**config.mk**
```make
export PLATFORM = sky130hd
export DESIGN_NAME = accm_muldiv
export DESIGN_NICKNAME = d
export VERILOG_FILES = /design/src/hw/rtl/accm_pkg.sv /design/src/hw/rtl/accm_muldiv.sv
export SDC_FILE = /design/constraint.sdc
export NUM_CORES = 1
export LEC_CHECK = 0
export BUFFER_PORTS_ARGS = -buffer_cell sky130_fd_sc_hd__buf_2
export CELL_PAD_IN_SITES_DETAIL_PLACEMENT = 0
export CELL_PAD_IN_SITES_GLOBAL_PLACEMENT = 1
export CORE_MARGIN = 1
export CORE_UTILIZATION = 47
export DETAILED_ROUTE_END_ITERATION = 16
export PLACE_DENSITY = 0.85
export REMOVE_ABC_BUFFERS = 1
export SYNTH_ARGS = -nofsm -noshare
export SYNTH_HDL_FRONTEND = slang
export SYNTH_SLANG_ARGS = --single-unit
```
**constraint.sdc**
```tcl
create_clock -name clk -period 5.4 [get_ports clk]
set_input_delay 0.81 -clock clk [delete_from_list [all_inputs] [get_ports clk]]
set_output_delay 0.81 -clock clk [all_outputs]
set_load 0.02 [all_outputs]
```
**src/hw/rtl/accm_pkg.sv**
```systemverilog
`default_nettype none

package accm_pkg;

	// Default sizes of the data memory and the accumulator
	localparam int DATA_DEPTH_DEF = 256;
	localparam int WORD_BITS_DEF  = 32;

	// Instruction codes
	localparam logic [7:0] OP_ADD = 8'h01;
	localparam logic [7:0] OP_SUB = 8'h02;
	localparam logic [7:0] OP_MUL = 8'h03;
	localparam logic [7:0] OP_DIV = 8'h04;
	localparam logic [7:0] OP_LDA = 8'h05;
	localparam logic [7:0] OP_LDK = 8'h06;
	localparam logic [7:0] OP_STA = 8'h07;
	localparam logic [7:0] OP_INP = 8'h08;
	localparam logic [7:0] OP_OUT = 8'h09;
	localparam logic [7:0] OP_HLT = 8'h0A;
	localparam logic [7:0] OP_JMP = 8'h0B;
	localparam logic [7:0] OP_JEZ = 8'h0C;
	localparam logic [7:0] OP_JNE = 8'h0D;
	localparam logic [7:0] OP_JLZ = 8'h0E;
	localparam logic [7:0] OP_JLE = 8'h0F;
	localparam logic [7:0] OP_JGZ = 8'h10;
	localparam logic [7:0] OP_JGE = 8'h11;

	// Status reported with each result word
	typedef enum logic [1:0] {
		ST_RUN       = 2'd0,
		ST_HALT      = 2'd1,
		ST_UNWRITTEN = 2'd2,
		ST_DIVZERO   = 2'd3
	} status_t;

	// Execute sequencer states
	typedef enum logic [1:0] {
		EX_IDLE,
		EX_EXEC,
		EX_BUSY,
		EX_FIN
	} ex_state_t;

	// Multiply/divide unit states
	typedef enum logic [1:0] {
		MD_IDLE,
		MD_RUN,
		MD_FIX
	} md_state_t;

	// Command from the sequencer to the multiply/divide unit
	typedef struct packed {
		logic start;
		logic is_div;
	} md_ctrl_t;

endpackage

`default_nettype wire

```
**src/hw/rtl/accm_muldiv.sv**
```systemverilog
`default_nettype none

module accm_muldiv
	import accm_pkg::*;
#(
	parameter int WORD_BITS = WORD_BITS_DEF
) (
	input  wire logic                 clk,
	input  wire logic                 arst_n,
	input  wire md_ctrl_t             ctrl,
	input  wire logic [WORD_BITS-1:0] a,
	input  wire logic [WORD_BITS-1:0] b,
	output logic                      done,
	output logic [WORD_BITS-1:0]      result
);

	localparam int CNT_BITS = $clog2(WORD_BITS);

	md_state_t             state_q;
	logic [CNT_BITS-1:0]   cnt_q;
	logic                  div_q;
	logic                  neg_q;
	logic [WORD_BITS-1:0]  x_q;
	logic [WORD_BITS-1:0]  y_q;
	logic [WORD_BITS-1:0]  r_q;
	logic                  done_q;
	logic [WORD_BITS-1:0]  result_q;

	logic [WORD_BITS-1:0]  a_mag;
	logic [WORD_BITS-1:0]  b_mag;
	logic [WORD_BITS:0]    trial;
	logic [WORD_BITS:0]    add_a;
	logic [WORD_BITS-1:0]  add_b;
	logic [WORD_BITS+1:0]  add_out;
	logic                  ge;

	// Magnitudes of the signed operands for division
	assign a_mag = a[WORD_BITS-1] ? (~a + 1'b1) : a;
	assign b_mag = b[WORD_BITS-1] ? (~b + 1'b1) : b;

	// Shared adder: add for multiply, trial subtract for divide
	assign trial = {r_q, x_q[WORD_BITS-1]};
	assign add_a = div_q ? trial : {1'b0, r_q};
	assign add_b = div_q ? y_q : x_q;
	always_comb begin
		if (div_q) begin
			add_out = {1'b0, add_a} + ~{2'b00, add_b} + 1'b1;
		end else begin
			add_out = {1'b0, add_a} + {2'b00, add_b};
		end
	end
	assign ge = ~add_out[WORD_BITS+1];

	// Sequence one step per cycle
	always_ff @(posedge clk or negedge arst_n) begin
		if (!arst_n) begin
			state_q <= MD_IDLE;
			cnt_q   <= '0;
			done_q  <= 1'b0;
		end else begin
			done_q <= 1'b0;
			case (state_q)
				MD_IDLE: begin
					if (ctrl.start) begin
						state_q <= MD_RUN;
						cnt_q   <= CNT_BITS'(WORD_BITS - 1);
					end
				end
				MD_RUN: begin
					cnt_q <= cnt_q - 1'b1;
					if (cnt_q == '0) begin
						state_q <= MD_FIX;
					end
				end
				MD_FIX: begin
					state_q <= MD_IDLE;
					done_q  <= 1'b1;
				end
				default: state_q <= MD_IDLE;
			endcase
		end
	end

	// Operand and partial result registers
	always_ff @(posedge clk) begin
		case (state_q)
			MD_IDLE: begin
				if (ctrl.start) begin
					div_q <= ctrl.is_div;
					neg_q <= a[WORD_BITS-1] ^ b[WORD_BITS-1];
					x_q   <= ctrl.is_div ? a_mag : a;
					y_q   <= ctrl.is_div ? b_mag : b;
					r_q   <= '0;
				end
			end
			MD_RUN: begin
				if (div_q) begin
					r_q <= ge ? add_out[WORD_BITS-1:0] : trial[WORD_BITS-1:0];
					x_q <= {x_q[WORD_BITS-2:0], ge};
				end else begin
					if (y_q[0]) begin
						r_q <= add_out[WORD_BITS-1:0];
					end
					x_q <= {x_q[WORD_BITS-2:0], 1'b0};
					y_q <= {1'b0, y_q[WORD_BITS-1:1]};
				end
			end
			MD_FIX: begin
				if (div_q) begin
					result_q <= neg_q ? (~x_q + 1'b1) : x_q;
				end else begin
					result_q <= r_q;
				end
			end
			default: ;
		endcase
	end

	assign done   = done_q;
	assign result = result_q;

endmodule

`default_nettype wire

```
==> out/qor.json <==
{
  "post-synth-top-area-cell": "edfxtp_1",
  "dominant_combinational_cell_family_by_area_after_synthesis": "compound AO/OA/AOI/OAI gates",
  "post-route-period-util": 0.868,
  "synth_top_cell_area_share": 0.332,
  "timing.critical_path.arrival_ns": 4.87,
  "kind_of_cell_with_the_highest_combined_delay_on_the_critical_path": "compound AO/OA/AOI/OAI gates",
  "die_x_um": 160,
  "grt_remaining_overflow": 0,
  "cts_repair_resize_count": 0,
  "finalHoldWorstSlack_ns": 0.213,
  "finalWirelength_um": 33700,
  "n_antenna_cell": 0,
  "post_synth_fa_ha_maj_area_fraction": 0.0758,
  "first_iter_violations": 896,
  "min_period_ns": 4.69,
  "fillCellCount": 2232,
  "final-setup-viol-count": 0,
  "hold_violations": 0,
  "cts-htree-levels": 4,
  "clk_transition_reported_paths_ns": 0.07,
  "post_synth_xor_area_fraction": 0.0856,
  "critical_path.slowest_cell": "a2111oi_0",
  "fraction_of_the_yosys_area_taken_by_sequential_cells": 0.349,
  "path_buf_inv": 2,
  "yosys-top-cells-area": "edfxtp_1 33%, ha_1 7.2%, o21ai_0 5.4%",
  "design.core.area_um2": 24500,
  "timing.slew.headroom": 0.214,
  "ios": 101,
  "ant_nets": 0,
  "antenna_found_initial": 0,
  "clock.fmax_mhz": 213,
  "via_count": 10600,
  "cts.root.buffer_cell": "clkbuf_16",
  "yosys_warnings": 0,
  "power_density_of_the_placed_cells_nw_per_um2": 748,
  "grt_pass1_vias": 9946,
  "run_status": "finished clean",
  "synth_most_common_cell": "nand2_1",
  "post_cts_buffers": 0,
  "cts-hold-fix-buffers": 0,
  "cp_slowest_stage_delay_ns": 0.72,
  "timing_worst_setup_path_type": "reg -> reg",
  "synth.cells.most_frequent": "142 x nand2_1, 133 x nor2_1, 130 x edfxtp_1",
  "pin_slew_with_the_least_headroom_to_its_limit_ns": 1.18,
  "floorplan.die_area_um2": 25700,
  "synth-edff-count": 130,
  "postSynthCellCount": 1381,
  "portBuffers": 100,
  "detail_route.drc_violations": 0,
  "vdd_ir_drop_max_mv": 0.292,
  "static_leakage_nw": 5.47,
  "layout-drive-gt1-share": 0.141,
  "cts_sinks": 138,
  "starting_density": 0.481,
  "post_route_clock_skew_ns": 0.0175,
  "die_h_um": 160,
  "yosys_most_used_dff": "edfxtp_1",
  "drt_first_pass_iters": 7,
  "post_synth.cell_area_avg_um2": 8.52,
  "drt-vias-per-instance": 5.93,
  "pre_cts_setup_slack_ns": 0.781,
  "setup_slack_ns": 0.711,
  "setup.worst_path.end_class": "register",
  "placementRows": 57,
  "synthSimpleGateAreaFrac": 0.173,
  "hold_path.class": "in -> async",
  "worst_ep_required_time_ns": 5.58,
  "ctsLongestPathBuffers": 2,
  "synth.mux.area_fraction": 0.0593,
  "crit_path_max_fanout": 65,
  "drt-wirelength-per-cell_um": 18.9,
  "routabilityCongestion": 0.938,
  "dp_hpwl_um": 25500,
  "start_kind": "register",
  "worst_skew_pair.late_latency_ns": 0.43,
  "totalNegativeSetupSlack_ns": 0,
  "path_cells": "buf_12 -> nand2_1 -> a21boi_0 -> inv_1 -> ha_1 -> o311a_1 -> o32a_1 -> a211o_1 -> a311oi_1 -> nor2_1 -> a2111oi_0 -> or3_1 -> nand3_1",
  "ys_ff_latch": 138,
  "netlist_area_um2": 11800,
  "max_capacitance_violation_count": 0,
  "grt_start_max_net_pins": 70,
  "slew_viol_final": 0,
  "asyncSetResetFlopFracSynth": 0.0580,
  "cts_inserted_buffers": 17,
  "grt_setup_unrepaired": "no",
  "tritoncts_clock_tree": "done",
  "ys_types": 67,
  "synth_compound_area_frac": 0.210,
  "utilization": 0.537,
  "grt_usage": 0.264,
  "wire_length_of_the_first_global_routing_pass_um": 53400,
  "synthToLayoutAreaGrowth_pct": 11.8,
  "finish.net_count": 1581
}
[logic make-up (layout without fill, tap and decap cells)]
family / count (synthesis) / after routing
muxes: 66 / 66
AOI/OAI and AO/OA: 406 / 406
adders and majority gates: 70 / 70
and+or+nand+nor: 437 / 437
buffers and inverters: 149 / 224
DFF: 138 / 138
xor gates and xnor gates: 115 / 115
[final cells by class]
class	count	area (µm²)	area share
Multi-Input combinational cell	1094	7120	0.542
Sequential cell	138	4100	0.312
Timing Repair Buffer	121	671	0.0510
Clock buffer	17	425	0.0324
Tap cell	324	405	0.0308
Inverter	71	267	0.0203
Clock inverter	15	150	0.0114
[path summary, 6_finish.rpt]
| kind | from | to | slack, ns | cells past startpoint |
|---|---|---|---|---|
| worst max-delay path | div_q | r_q[31] | 0.71 | 13 |
| worst min-delay path | arst_n | cnt_q[1] | 0.21 | 1 |
| worst max register to register | div_q | r_q[31] | 0.71 | 13 |
| worst min register to register | cnt_q[3] | cnt_q[3] | 0.52 | 1 |
| max in group asynchronous | arst_n | state_q[1] | 5.02 | 1 |
| min in group clk | cnt_q[3] | cnt_q[3] | 0.52 | 1 |
[sequential cells by signal (all words and copies together) (netlist names)]
name     count
done         1
neg_q        1
x_q         32
result      32
r_q         32
div_q        1
y_q         32
cnt_q        5
state_q      2
[routing by layer]
layer,global-route usage,up-vias,wire [µm]
met5,0,-,0
met1,0.386,4987,15900
met2,0.407,389,14900
met3,0.0400,41,2290
met4,0.0641,0,560
li1,-,5133,-
[stage by stage]
step / area (µm²) / power [W] / instances
2_1_floorplan: 11500 / 0.00679 / 1303
3_3_place_gp: 12600 / 0.00846 / 1748
3_5_place_dp: 12600 / 0.00848 / 1748
4_1_cts: 13100 / 0.00970 / 1780
5_1_grt: 13100 / 0.0106 / 1780
6_report: 13100 / 0.00983 / 1780
[power by group]
part	leakage [nW]	switching [W]	internal (W)
sequential	1.39	0.000517	0.00195
combinational	3.79	0.00383	0.00235
clock	0.281	0.000557	0.000619
[cells in the final DEF (no fill, tap or decap), drive strengths merged, types with 14 or more instances in the layout]
cell type,count
nor2,133
nor4,15
ha,68
o31ai,22
nand3,19
xnor2,56
buf,121
edfxtp,130
nand2,142
clkbuf,17
or3,18
a31oi,24
a21o,18
mux2,29
nor3,35
nor2b,14
xor2,59
a211oi,25
a21oi,124
inv,81
mux2i,37
o21ai,127
Note: power is estimated with default switching activity, not from simulation.
